File: src/sv/pbb_pkg.sv
// pbb_pkg: shared types, constants and saturation helper for the padded bounding box block
// used by pbb_axis_accum, pbb_axis_scale and padded_bounding_box_accumulator; no dependencies
`default_nettype none

package pbb_pkg;

  localparam int WORD_W     = 32;
  localparam int RADIUS_W   = 31;
  localparam int MARGIN_W   = 16;
  localparam int PROD_W     = WORD_W + MARGIN_W;
  localparam int MARGIN_FRAC = 13;
  localparam int HALF_W     = PROD_W + 1 - MARGIN_FRAC;
  localparam int SAT_W      = HALF_W + 2;
  localparam int CFG_IDX_W  = 2;

  typedef logic signed [WORD_W-1:0] word_t;
  typedef logic [RADIUS_W-1:0]      radius_t;
  typedef logic [MARGIN_W-1:0]      margin_t;
  typedef logic [PROD_W-1:0]        prod_t;
  typedef logic [CFG_IDX_W-1:0]     cfg_idx_t;

  localparam margin_t  MARGIN_ONE   = 16'd4096;
  localparam logic [PROD_W:0] MARGIN_ROUND = (PROD_W+1)'(1) << (MARGIN_FRAC - 1);

  localparam cfg_idx_t REG_JOINT_RADIUS  = 2'd0;
  localparam cfg_idx_t REG_END_RADIUS    = 2'd1;
  localparam cfg_idx_t REG_MARGIN_FACTOR = 2'd2;

  // per-point accumulate control
  typedef struct packed {
    logic step;
    logic first;
    logic last;
  } accum_ctl_t;

  // stage loads of the result pipeline
  typedef struct packed {
    logic load_b;
    logic load_c;
  } scale_ctl_t;

  // clamp a wide signed value into the signed word range
  function automatic word_t sat_word(input logic [SAT_W-1:0] v);
    word_t r;
    if ((&v[SAT_W-1:WORD_W-1]) || (~|v[SAT_W-1:WORD_W-1])) begin
      r = v[WORD_W-1:0];
    end else if (v[SAT_W-1]) begin
      r = {1'b1, {(WORD_W-1){1'b0}}};
    end else begin
      r = {1'b0, {(WORD_W-1){1'b1}}};
    end
    return r;
  endfunction

endpackage

`default_nettype wire

File: src/sv/pbb_axis_scale.sv
// pbb_axis_scale: one axis of the result pipeline, center and margin rescale
// depends on pbb_pkg
`default_nettype none

module pbb_axis_scale
  import pbb_pkg::*;
(
  input  wire logic       clk,
  input  wire scale_ctl_t ctl,
  input  wire word_t      lo,
  input  wire word_t      hi,
  input  wire margin_t    margin,
  output word_t           res_lo,
  output word_t           res_hi,
  output word_t           res_mid
);

  // stage b: final box
  word_t b_lo;
  word_t b_hi;

  // stage c: center and scaled extent
  word_t c_lo;
  word_t c_hi;
  word_t c_mid;
  prod_t c_prod;
  logic  c_one;

  logic [WORD_W:0]    mid_sum;
  logic [WORD_W-1:0]  ext;
  prod_t              prod;
  logic [PROD_W:0]    rounded;
  logic [HALF_W-1:0]  half;
  logic [SAT_W-1:0]   mid_w;
  logic [SAT_W-1:0]   new_lo;
  logic [SAT_W-1:0]   new_hi;

  always_comb begin
    mid_sum = {b_lo[WORD_W-1], b_lo} + {b_hi[WORD_W-1], b_hi};
    // hi never below lo, so the word difference is the exact extent
    ext     = b_hi - b_lo;
    prod    = PROD_W'(ext) * PROD_W'(margin);
  end

  always_ff @(posedge clk) begin
    if (ctl.load_b) begin
      b_lo <= lo;
      b_hi <= hi;
    end
    if (ctl.load_c) begin
      c_lo   <= b_lo;
      c_hi   <= b_hi;
      c_mid  <= mid_sum[WORD_W:1];
      c_prod <= prod;
      c_one  <= (margin == MARGIN_ONE);
    end
  end

  always_comb begin
    rounded = {1'b0, c_prod} + MARGIN_ROUND;
    half    = rounded[PROD_W:MARGIN_FRAC];
    mid_w   = {{(SAT_W-WORD_W){c_mid[WORD_W-1]}}, c_mid};
    new_lo  = mid_w - {2'b00, half};
    new_hi  = mid_w + {2'b00, half};
    res_mid = c_mid;
    res_lo  = c_one ? c_lo : sat_word(new_lo);
    res_hi  = c_one ? c_hi : sat_word(new_hi);
  end

endmodule

`default_nettype wire
File: config.mk
export PLATFORM = sky130hd
export DESIGN_NAME = pbb_axis_scale
export DESIGN_NICKNAME = d
export VERILOG_FILES = /design/src/sv/pbb_pkg.sv /design/src/sv/pbb_axis_scale.sv
export SDC_FILE = /design/constraint.sdc
export NUM_CORES = 2
export LEC_CHECK = 0
export BUFFER_PORTS_ARGS = -buffer_cell sky130_fd_sc_hd__buf_2
export CAP_MARGIN = 20
export CORE_ASPECT_RATIO = 0.7
export CORE_UTILIZATION = 65
export DETAILED_ROUTE_END_ITERATION = 8
export GPL_TIMING_DRIVEN = 0
export PLACE_DENSITY_LB_ADDON = 0.2
export REMOVE_ABC_BUFFERS = 1
export SLEW_MARGIN = 25
export SYNTH_ARGS = -nofsm -noshare
export SYNTH_HDL_FRONTEND = slang
export SYNTH_SLANG_ARGS = --single-unit
export TNS_END_PERCENT = 1
File: constraint.sdc
create_clock -name clk -period 25 [get_ports clk]
set_input_delay 5 -clock clk [delete_from_list [all_inputs] [get_ports clk]]
set_output_delay 5 -clock clk [all_outputs]
set_load 0.02 [all_outputs]
==> metrics.txt <==
status finished, final reports clean; WP buf/inv 1; MaxCap Viol Count 0; Die Ht 181.9 um; CP delay by family, top simple AND/OR/NAND/NOR gates; count of final setup violators 0; Crit. End Element output pin; Layout area overhead 7.631%; worst setup path end res_hi[0]; total die area between 0.04 and 0.05 sq mm; CTS Sinks 197; crit path time final 12.90 ns; share of the synthesized area in the top cell type 28.04%; Hold Buf Count CTS 0; slew margin rel. roughly a third; Worst path depth 22; CTS Buf Count 17; CTS HTree Levels 4; EDFF count, synth 197; crit path from c_prod[15]$_DFFE_PP_; pre-CTS WS 12.55 ns; Fin. Hold Viols 0; startpoint types flop; first-pass GRT wire length 136400 um; main flop type after synthesis edfxtp_1; FF-to-FF Start b_hi[0]$_DFFE_PP_; DRT iter0 DRCs roughly 2500; max-slew violations 0; CTS max path bufs 2; Yosys top cell by area fa_1; RSZ-0062 raised after global routing no; initial antenna violation count 2; Port Buffer Count 178; Rows between 60 and 70; final worst slack 12.11 ns; I/O pin cnt 179; cells along the critical path nand3_1 -> or3_1 -> nor2_1 -> and3_1 -> nor2b_1 -> nor2b_1 -> nand3_1 -> xnor2_1 -> ha_1 -> a41o_1 -> a21oi_1 -> o21ai_0 -> a21o_1 -> a41o_1 -> a41oi_1 -> xnor2_1 -> nand2_1 -> or4_1 -> mux2_2 -> nor2_4 -> a221o_1 -> buf_2; fmax 77.55 MHz; dpl cell area about 0.032 sq mm; post-CTS sizing 0; setup TNS 0 ns; R2R Setup Slk 14.36 ns; gpl congestion between 1 and 1.5; Layout Nets 4076; hold depth 0; multi-input logic area 0.02148 sq mm; fillers 3359; worst r2r path cells 35; critical path type reg -> out; Crit Reg-Reg Endpoint c_prod[47]$_DFFE_PP_; Yosys cell types 72; HPWL after DPL 69400 um; synthesized instance count 3236; CP max-delay cell nor2_4; Syn Area/Cell 9.288 sq um; crit-path max FO 27; DR vias/cell 6.129; gr ovfl total 0; Commonest cells post-synth 596 x inv_1, 421 x fa_1, 367 x nand2_1; HP Class reg -> reg; DR WL/cell between 20 and 25 um; Clock Skews 0.01556 ns; worst slew pin tran a little over 1 ns; share of cells above drive strength 1 10.03%; Worst path max stage delay 0.77 ns; YS warnings 0; Critical Path RT 20.00 ns; fraction of registers with async set/reset 0%; drt first pass iters 6; Die W 259.0 um; detailed-route via count 24120; Clock Pin Slew Worst Setup and Hold Paths 0.08 ns; Period Utilization, post-route 51.58%; flops & latches, synth 197; insertion delay to the later sink of the worst-skew pair between 0.4 and 0.5 ns; Placeable Area roughly 0.045 sq mm; fin area 0.03235 sq mm; all-layer global routing usage 38.23%; hold_sp b_lo[9]$_DFFE_PP_; setup bufs post-CTS 0; count leader, synth inv_1; largest net degree at the start of global routing 76; Residual DRC 0; Synth area leaders fa_1 28%, edfxtp_1 20%, ha_1 11%, inv_1 7.4%, nand2_1 4.6%; Synth Cell Area 0.03006 sq mm; CTS tree done; Worst Path Arrival 7.90 ns; Seq. cell area about 0.0059 sq mm; Root Driver clkbuf_16; Final ANT Viol Nets 0; Starting Density 66.35%; total wire length 88160 um; sequential cell area fraction in the yosys report roughly a fifth; vias in the first global route 24400
-- sequential cells by signal, indices dropped and copies added, names as in the netlist --
register	flops
c_lo	32
c_hi	32
c_one	1
b_hi	32
res_mid	32
b_lo	32
c_prod	36
-- placed cells by master (no fill, tap or decap), types with 12 or more instances in the layout --
cell type / netlist / routed
nand2b_1: 35 / 35
nor2_1: 171 / 168
edfxtp_1: 197 / 197
buf_6: 8 / 22
xnor2_1: 148 / 123
fa_1: 421 / 421
a21o_1: 45 / 45
a221o_1: 28 / 28
o21ai_0: 67 / 67
and3_1: 22 / 21
nor3_1: 21 / 21
buf_2: 9 / 176
nor4_1: 12 / 12
and2_1: 193 / 193
a31oi_1: 15 / 15
nand2_1: 367 / 367
ha_1: 254 / 254
a311oi_2: 27 / 27
a21oi_1: 149 / 148
nor2b_1: 44 / 43
xnor2_2: 0 / 25
o31ai_1: 20 / 20
inv_1: 596 / 595
clkbuf_16: 0 / 17
xor2_1: 39 / 38
o21bai_1: 31 / 31
nand3_1: 34 / 34
nand4_1: 15 / 15
-- cells by family after synthesis --
kind of cell    after synthesis  share of synthesized area (%)
compound gates              485                          11.53
xor+xnor                    187                          5.449
buf+inv                     746                          9.566
mux                           3                         0.1082
simple gates                943                          15.05
fa+ha+maj                   675                          38.61
flops                       197                          19.68
-- worst register-to-register path, delay by kind of cell (launching register included) --
kind	cells	cell delay, ns
xor gates and xnor gates	2	0.72
buffers and inverters	5	0.33
adders and majority gates	9	4.09
AOI/OAI and AO/OA	14	3.47
and+or+nand+nor	5	1.28
DFF	1	0.48
-- per-layer routing --
metal  share of wire, %  up-vias  global-route usage (%)
met1                 41    11830                   54.17
met2                 43     1491                   55.85
li1                   -    10530                       -
met5              0.019        -                       0
met3                 12      271                   10.33
met4                4.3        2                   15.05
-- per-stage QoR --
stage                     util [%]  hold WS [ns]  cells
final                        71.41        0.4969   3935
after global routing         71.41        0.5086   3935
after CTS                    71.41        0.4941   3934
after detailed placement     70.07        0.4734   3902
after global placement       68.58        0.4709   3868
after floorplan                  -        0.4307   3087
-- area by class of cell --
cell class,count,area share [%]
sequential,197,18.29
multi-input combinational,2293,66.41
clock buffer,17,1.315
antenna,1,0.007735
timing repair buffer,212,4.154
inverter,597,6.935
clock inverter,15,0.5570
tap,603,2.332
-- how the worst min path moves through the flow --
| stage | to | slack, ns |
|---|---|---|
| 5_1_grt | c_hi[8]$_DFFE_PP_ | 0.51 |
| 6_report | c_lo[9]$_DFFE_PP_ | 0.50 |
| 3_3_place_gp | c_hi[10]$_DFFE_PP_ | 0.47 |
| 2_1_floorplan | c_hi[31]$_DFFE_PP_ | 0.43 |
| 3_5_place_dp | c_lo[9]$_DFFE_PP_ | 0.47 |
| 4_1_cts | c_lo[9]$_DFFE_PP_ | 0.49 |
Power is not shown: default switching activity piles up to over one toggle a cycle in this logic, so the estimate is an artifact.
