File: config.mk
export PLATFORM = sky130hd
export DESIGN_NAME = pbb_axis_accum
export DESIGN_NICKNAME = d
export VERILOG_FILES = /design/src/sv/pbb_pkg.sv /design/src/sv/pbb_axis_accum.sv
export SDC_FILE = /design/constraint.sdc
export NUM_CORES = 1
export LEC_CHECK = 0
export ABC_CLOCK_PERIOD_IN_PS = 14760
export BUFFER_PORTS_ARGS = -buffer_cell sky130_fd_sc_hd__buf_2
export CORE_MARGIN = 8
export CORE_UTILIZATION = 50
export CTS_BUF_LIST = sky130_fd_sc_hd__clkbuf_8
export CTS_CLUSTER_SIZE = 10
export DETAILED_ROUTE_END_ITERATION = 8
export GPL_TIMING_DRIVEN = 0
export PLACE_DENSITY = 0.72
export SLEW_MARGIN = 15
export SYNTH_ARGS = -nofsm -noshare
export SYNTH_HDL_FRONTEND = slang
export SYNTH_SLANG_ARGS = --single-unit
File: constraint.sdc
create_clock -name clk -period 14.76 [get_ports clk]
set_clock_uncertainty 0.1 [all_clocks]
set_input_delay 2.952 -clock clk [delete_from_list [all_inputs] [get_ports clk]]
set_output_delay 2.952 -clock clk [all_outputs]
set_load 0.01 [all_outputs]
File: src/sv/pbb_pkg.sv
// pbb_pkg: shared types, constants and saturation helper for the padded bounding box block
// used by pbb_axis_accum, pbb_axis_scale and padded_bounding_box_accumulator; no dependencies
`default_nettype none

package pbb_pkg;

  localparam int WORD_W     = 32;
  localparam int RADIUS_W   = 31;
  localparam int MARGIN_W   = 16;
  localparam int PROD_W     = WORD_W + MARGIN_W;
  localparam int MARGIN_FRAC = 13;
  localparam int HALF_W     = PROD_W + 1 - MARGIN_FRAC;
  localparam int SAT_W      = HALF_W + 2;
  localparam int CFG_IDX_W  = 2;

  typedef logic signed [WORD_W-1:0] word_t;
  typedef logic [RADIUS_W-1:0]      radius_t;
  typedef logic [MARGIN_W-1:0]      margin_t;
  typedef logic [PROD_W-1:0]        prod_t;
  typedef logic [CFG_IDX_W-1:0]     cfg_idx_t;

  localparam margin_t  MARGIN_ONE   = 16'd4096;
  localparam logic [PROD_W:0] MARGIN_ROUND = (PROD_W+1)'(1) << (MARGIN_FRAC - 1);

  localparam cfg_idx_t REG_JOINT_RADIUS  = 2'd0;
  localparam cfg_idx_t REG_END_RADIUS    = 2'd1;
  localparam cfg_idx_t REG_MARGIN_FACTOR = 2'd2;

  // per-point accumulate control
  typedef struct packed {
    logic step;
    logic first;
    logic last;
  } accum_ctl_t;

  // stage loads of the result pipeline
  typedef struct packed {
    logic load_b;
    logic load_c;
  } scale_ctl_t;

  // clamp a wide signed value into the signed word range
  function automatic word_t sat_word(input logic [SAT_W-1:0] v);
    word_t r;
    if ((&v[SAT_W-1:WORD_W-1]) || (~|v[SAT_W-1:WORD_W-1])) begin
      r = v[WORD_W-1:0];
    end else if (v[SAT_W-1]) begin
      r = {1'b1, {(WORD_W-1){1'b0}}};
    end else begin
      r = {1'b0, {(WORD_W-1){1'b1}}};
    end
    return r;
  endfunction

endpackage

`default_nettype wire

File: src/sv/pbb_axis_accum.sv
// pbb_axis_accum: one axis of the running box, padded min/max with saturation
// depends on pbb_pkg
`default_nettype none

module pbb_axis_accum
  import pbb_pkg::*;
(
  input  wire logic       clk,
  input  wire logic       rst,
  input  wire accum_ctl_t ctl,
  input  wire word_t      pos,
  input  wire radius_t    radius,
  output word_t           box_lo,
  output word_t           box_hi
);

  word_t low_corner;
  word_t high_corner;

  logic [WORD_W:0] diff;
  logic [WORD_W:0] sum;
  word_t           pad_lo;
  word_t           pad_hi;

  always_comb begin
    diff   = {pos[WORD_W-1], pos} - {2'b00, radius};
    sum    = {pos[WORD_W-1], pos} + {2'b00, radius};
    pad_lo = sat_word({{(SAT_W-WORD_W-1){diff[WORD_W]}}, diff});
    pad_hi = sat_word({{(SAT_W-WORD_W-1){sum[WORD_W]}}, sum});
    box_lo = (ctl.first || (pad_lo < low_corner))  ? pad_lo : low_corner;
    box_hi = (ctl.first || (pad_hi > high_corner)) ? pad_hi : high_corner;
  end

  always_ff @(posedge clk) begin
    if (rst) begin
      low_corner  <= '0;
      high_corner <= '0;
    end else if (ctl.step) begin
      if (ctl.last) begin
        low_corner  <= '0;
        high_corner <= '0;
      end else begin
        low_corner  <= box_lo;
        high_corner <= box_hi;
      end
    end
  end

endmodule

`default_nettype wire

==> results of run 1 <==
cells in the mapped netlist (15+ instances only):
master and n:
mux2_2 20, nand2b_1 17, xnor2_1 37, a31oi_1 22, a21oi_1 91, ha_1 125, nand2_1 64, buf_2 18
dfxtp_1 64, clkbuf_1 30, a21o_1 15, nor2_1 87, o21ai_0 58, inv_1 130, a22o_1 29, xor2_1 17
a32o_1 32, mux2_4 27
metal layers:
layer	GRT usage (%)	vias up	routed length, um
met5	0	-	0
met4	6.14	0	472
met3	3.54	30	1590
met2	37.6	298	11600
met1	31.0	3858	12000
li1	-	4130	-
cells by family (layout without fill, tap and decap cells):
group | after synthesis | after routing
AOI/OAI and AO/OA | 343 | 343
xor gates and xnor gates | 54 | 54
adders and majority gates | 129 | 129
buffers and inverters | 188 | 335
DFF | 64 | 64
muxes | 54 | 54
and+or+nand+nor | 237 | 237
sequential cells by signal, summed over array words and instances (netlist names):
signal       count
low_corner      32
high_corner     32
metrics by stage:
stage	cell area [um^2]	setup slack, ps	power (W)
after global routing	9500	1490	0.00102
final	9500	2010	0.000955
after CTS	9500	2140	0.000953
after global placement	9280	2210	0.000767
after detailed placement	9280	2150	0.000776
after floorplan	8350	3730	0.000598
layout make-up:
class / instances / area share (%)
multi-input combinational: 817 / 66.3
inverter: 131 / 5.18
clock buffer: 9 / 1.30
buffer: 57 / 2.90
clock inverter: 7 / 1.01
sequential: 64 / 13.5
tap: 220 / 2.90
timing repair buffer: 131 / 6.90
critical path, cell delays in order:
cell and delay [ps]:
buf_2 110, ha_1 370, clkbuf_1 280, nand2b_1 220, a211oi_1 440, o31ai_1 210, a31oi_1 600, a311oi_2 300
nor2_1 480, clkbuf_1 560, a21oi_1 130, ha_1 220, a21o_1 160, a21o_1 170, a221oi_1 340, o221a_2 260
a31oi_1 80, nand2_1 130, clkbuf_1 480, clkbuf_1 590, mux2_2 430, buf_2 150
report_power, final:
part	leakage (nW)	switching, W	total (W)	internal, W
logic	3.63	0.000338	0.000584	0.000245
registers	0.521	0.00000983	0.000196	0.000186
clock network	0.113	0.0000804	0.000176	0.0000953
final timing paths:
kind	startpoint	to	slack [ps]
hold / removal	high_corner[31]	high_corner[31]	380
setup reg to reg	low_corner[9]	low_corner[1]	11290
hold reg to reg	high_corner[31]	high_corner[31]	380
setup / recovery	pos[10]	box_hi[28]	2010
==> metrics, run 1 <==
syn_nets=1264; CTS tree=done; routability-driven placement congestion ratio=0.935; global-route wire length before repair=39700 um; Clk Latency, worst-skew pair=380 ps; pwr dens=101 nW/um^2; largest net degree at the start of global routing=13; Async S/R FF share, synth=0%; ANT nets after route=0; Final Hold Fails=0; # resized after CTS=0; drt pass-1 iters=5; clk sinks=64; initial antenna violation count=0; Post-CTS Setup Repair Bufs=0; DRC violations left=0; Inst Count DP=1420; initial core utilization=50.7%; Worst Hold Slack=380 ps; Post-synth top flop=dfxtp_1; Cell Area, Synth=8350 um^2; Root Driver=clkbuf_8; Final Slew Violations=0; Core ar.=16500 um^2; count of different cell masters after synthesis=79; Vias/cell=5.79; Worst Hold Depth=2; Cell Count, Final, Fillers Out=1436; Worst Hold Class=reg2reg; Synth Area in Compound Gates=28.5%; Fin Setup TNS=0 ps; number of diodes=0; register area=1280 um^2; RSZ-0062 raised after global routing=false; Slew headroom=34.5%; Synth Area in Simple Gates=13.3%; port buffer count=131; H-tree depth=3; CP arrival=9690 ps; Wirelength per Cell=17.8 um; critical path startpoint category=primary input; hpwl dp=20900 um; Setup Viol. Count Final=0; IR drop worst, VDD=54.1 uV; leading area contributor after synthesis=ha_1; top cell type's share of synthesized area=18.7%; vias in the first global route=7673; Util after Layout=57.7%; Ys Warns=0; register bit total from synthesis=64; IO Pins=132; multi-input logic area=6300 um^2; crit path time final=12750 ps; Worst Reg-to-Reg Cells=12; run status=finished, final reports clean; GRT Util Overall=23.1%; # rows=47; overall routed net length=25600 um; gr ovfl total=0; Vias=8316; Num CTS Buffers=9; area growth from synthesis to layout=13.8%; Final nets=1406; final period utilization=86.4%; Post-Synthesis Cells=1069; drt initial violations=582; main combinational cell family by area after synthesis=compound AO/OA/AOI/OAI gates; Synth Area in XOR/XNOR=5.67%; commonest non-fill, non-tap cell in the layout=buf_2; Crit Path Max Fanout=10; ratio of cells with drive above 1 in the final layout=19.5%; syn avg cell area=7.81 um^2; leakage power=4.27 nW; # hold bufs at CTS=0; die width=145 um; sequential fraction of the synthesis area=15.3%; largest cells by area after synthesis=ha_1 (19%), dfxtp_1 (15%), inv_1 (5.8%); Max-cap violations=0; Die Height=145 um; Max clock buf depth=2; Max Fclk=78.5 MHz; multiplexer share of the synthesized area=8.54%; Slew @ Worst Pin=980 ps; Crit Path Category=in2out; Reg clk slew, reported paths=80 ps; endpoint type of the worst setup path=primary output; adder-cell share of the synthesized area=19.5%; Die ar.=21100 um^2; fillers=1599; commonest non-fill, non-tap cells in the layout=buf_2 (149), inv_1 (130), ha_1 (125); Post-synth EDFFs=0; CP required=11710 ps
(Power assumes the default switching activity.)
==> run 2: changes to the inputs <==
CORE_MARGIN = not set   (was 8)
==> metrics, run 2 (synthesized netlist as in run 1, its figures left out) <==
initial core utilization=51.8% (+1.1 points); Final Slew Violations=0 (unchanged); Worst Hold Slack=369 ps (-10.3 ps); H-tree depth=3 (unchanged); CP peak stage delay=570 ps (-30 ps); Max-cap violations=0 (unchanged); Root Driver=clkbuf_8; Slew headroom=24.8% (-9.7 points); CP required=11710 ps (about the same); port buffer count=131 (unchanged); CP most frequent cell=buf_2; IR drop worst, VDD=46.7 uV (-14%); area growth from synthesis to layout=13.5%; pre-CTS worst setup slack=2030 ps (-126 ps); RSZ-0062 raised after global routing=false; DRC violations left=0 (unchanged); clk sinks=64 (unchanged); Worst Hold Class=reg2reg; ANT nets after route=0 (unchanged); Post-CTS Setup Repair Bufs=0 (unchanged); Inst Count DP=1416 (-0.28%); crit path time final=12890 ps (+147 ps); endpoint type of the worst setup path=primary output; Max Fclk=77.6 MHz (-1.1%); Slew @ Worst Pin=1120 ps (+145 ps); critical path's top delay family=compound AO/OA/AOI/OAI gates; initial antenna violation count=0 (unchanged); CP arrival=9840 ps (+150 ps); largest net degree at the start of global routing=11 (-2); PnR worst setup slack=1870 ps (-147 ps); Crit Path Category=in2out; slowest cell on the critical path=clkbuf_1; gr ovfl total=0 (unchanged); global-route wire length before repair=40000 um (+0.57%); Final Hold Fails=0 (unchanged); CP Buf/Inv Count=7 (+1); Setup Viol. Count Final=0 (unchanged); IO Pins=132 (unchanged); ratio of cells with drive above 1 in the final layout=19.2% (-0.25 points); fillers=1570 (-1.8%); # resized after CTS=0 (unchanged); Vias=8285 (-0.37%); Fin Setup TNS=0 ps (unchanged); die width=131 um (-9.6%); Wirelength per Cell=17.2 um (-3.4%); final period utilization=87.3% (+1.0 points); Clk Latency, worst-skew pair=370 ps (about the same); run status=finished, final reports clean; vias in the first global route=7682 (+0.12%); # hold bufs at CTS=0 (unchanged); hpwl dp=20200 um (-3.4%); overall routed net length=24700 um (-3.6%); Reg clk slew, reported paths=70 ps (about the same); routability-driven placement congestion ratio=0.959 (+2.5%); commonest non-fill, non-tap cell in the layout=buf_2; # rows=46 (-2.1%); GRT Util Overall=28.8% (+5.7 points); Final nets=1406 (unchanged); Vias/cell=5.79 (about the same); Top Registers=high_corner: 32 flops, low_corner: 32 flops; Core ar.=16100 um^2 (-2.1%); Num CTS Buffers=9 (unchanged); Crit Path Max Fanout=10 (unchanged); pwr dens=98.7 nW/um^2 (-1.9%); Max clock buf depth=2 (unchanged); Die ar.=17200 um^2 (-18%); CTS tree=done; critical path startpoint category=primary input; drt initial violations=571 (-1.9%); leakage power=4.26 nW (about the same); commonest non-fill, non-tap cells in the layout=buf_2 (149), inv_1 (133), ha_1 (125); drt pass-1 iters=5 (unchanged); Die Height=131 um (-9.6%); Cell Count, Final, Fillers Out=1432 (-0.28%); number of diodes=0 (unchanged)
-- run 2: through the flow --
step / power (W) / utilization, % / instance area [um^2]
finish: 0.000935 / 58.8 / 9470
global route: 0.00101 / 58.8 / 9470
CTS: 0.000930 / 58.8 / 9470
detailed placement: 0.000769 / 57.5 / 9270
global placement: 0.000763 / 57.5 / 9270
floorplan: 0.000598 / - / 8350
-- run 2: final cells by class --
| type | instances | area (um^2) | share of cell area (%) |
|---|---|---|---|
| Buffer | 57 | 275 | 2.91 |
| Timing Repair Buffer | 131 | 656 | 6.92 |
| Clock buffer | 11 | 151 | 1.60 |
| Sequential cell | 64 | 1280 | 13.5 |
| Inverter | 131 | 492 | 5.19 |
| Multi-Input combinational cell | 817 | 6300 | 66.5 |
| Clock inverter | 5 | 48.8 | 0.515 |
| Tap cell | 216 | 270 | 2.85 |
-- run 2: worst paths after layout --
path	from	to	slack, ps	depth (start not counted)
min reg2reg	high_corner[31]	high_corner[31]	370	2
max	radius[2]	box_hi[28]	1870	26
min	high_corner[31]	high_corner[31]	370	2
max reg2reg	low_corner[9]	low_corner[29]	11310	12
-- run 2: power breakdown --
group          internal (W)  total (W)  switching [W]
clock network     0.0000855   0.000161      0.0000757
logic              0.000244   0.000578       0.000334
registers          0.000186   0.000196     0.00000980
total              0.000515   0.000935       0.000419
-- run 2: routing by layer --
metal | global-route usage, % | part of all wire, % | vias to the layer above
met5 | 0 | 0 | -
met2 | 45.1 | 44 | 308
met4 | 8.69 | 2.2 | 0
met1 | 40.3 | 47 | 3808
li1 | - | - | 4131
met3 | 4.36 | 7.2 | 38
-- run 2: worst min-delay path, stage by stage (launching register included) --
cell,delay (ps)
dfxtp_1,310
nand2b_1,60
a21oi_1,50
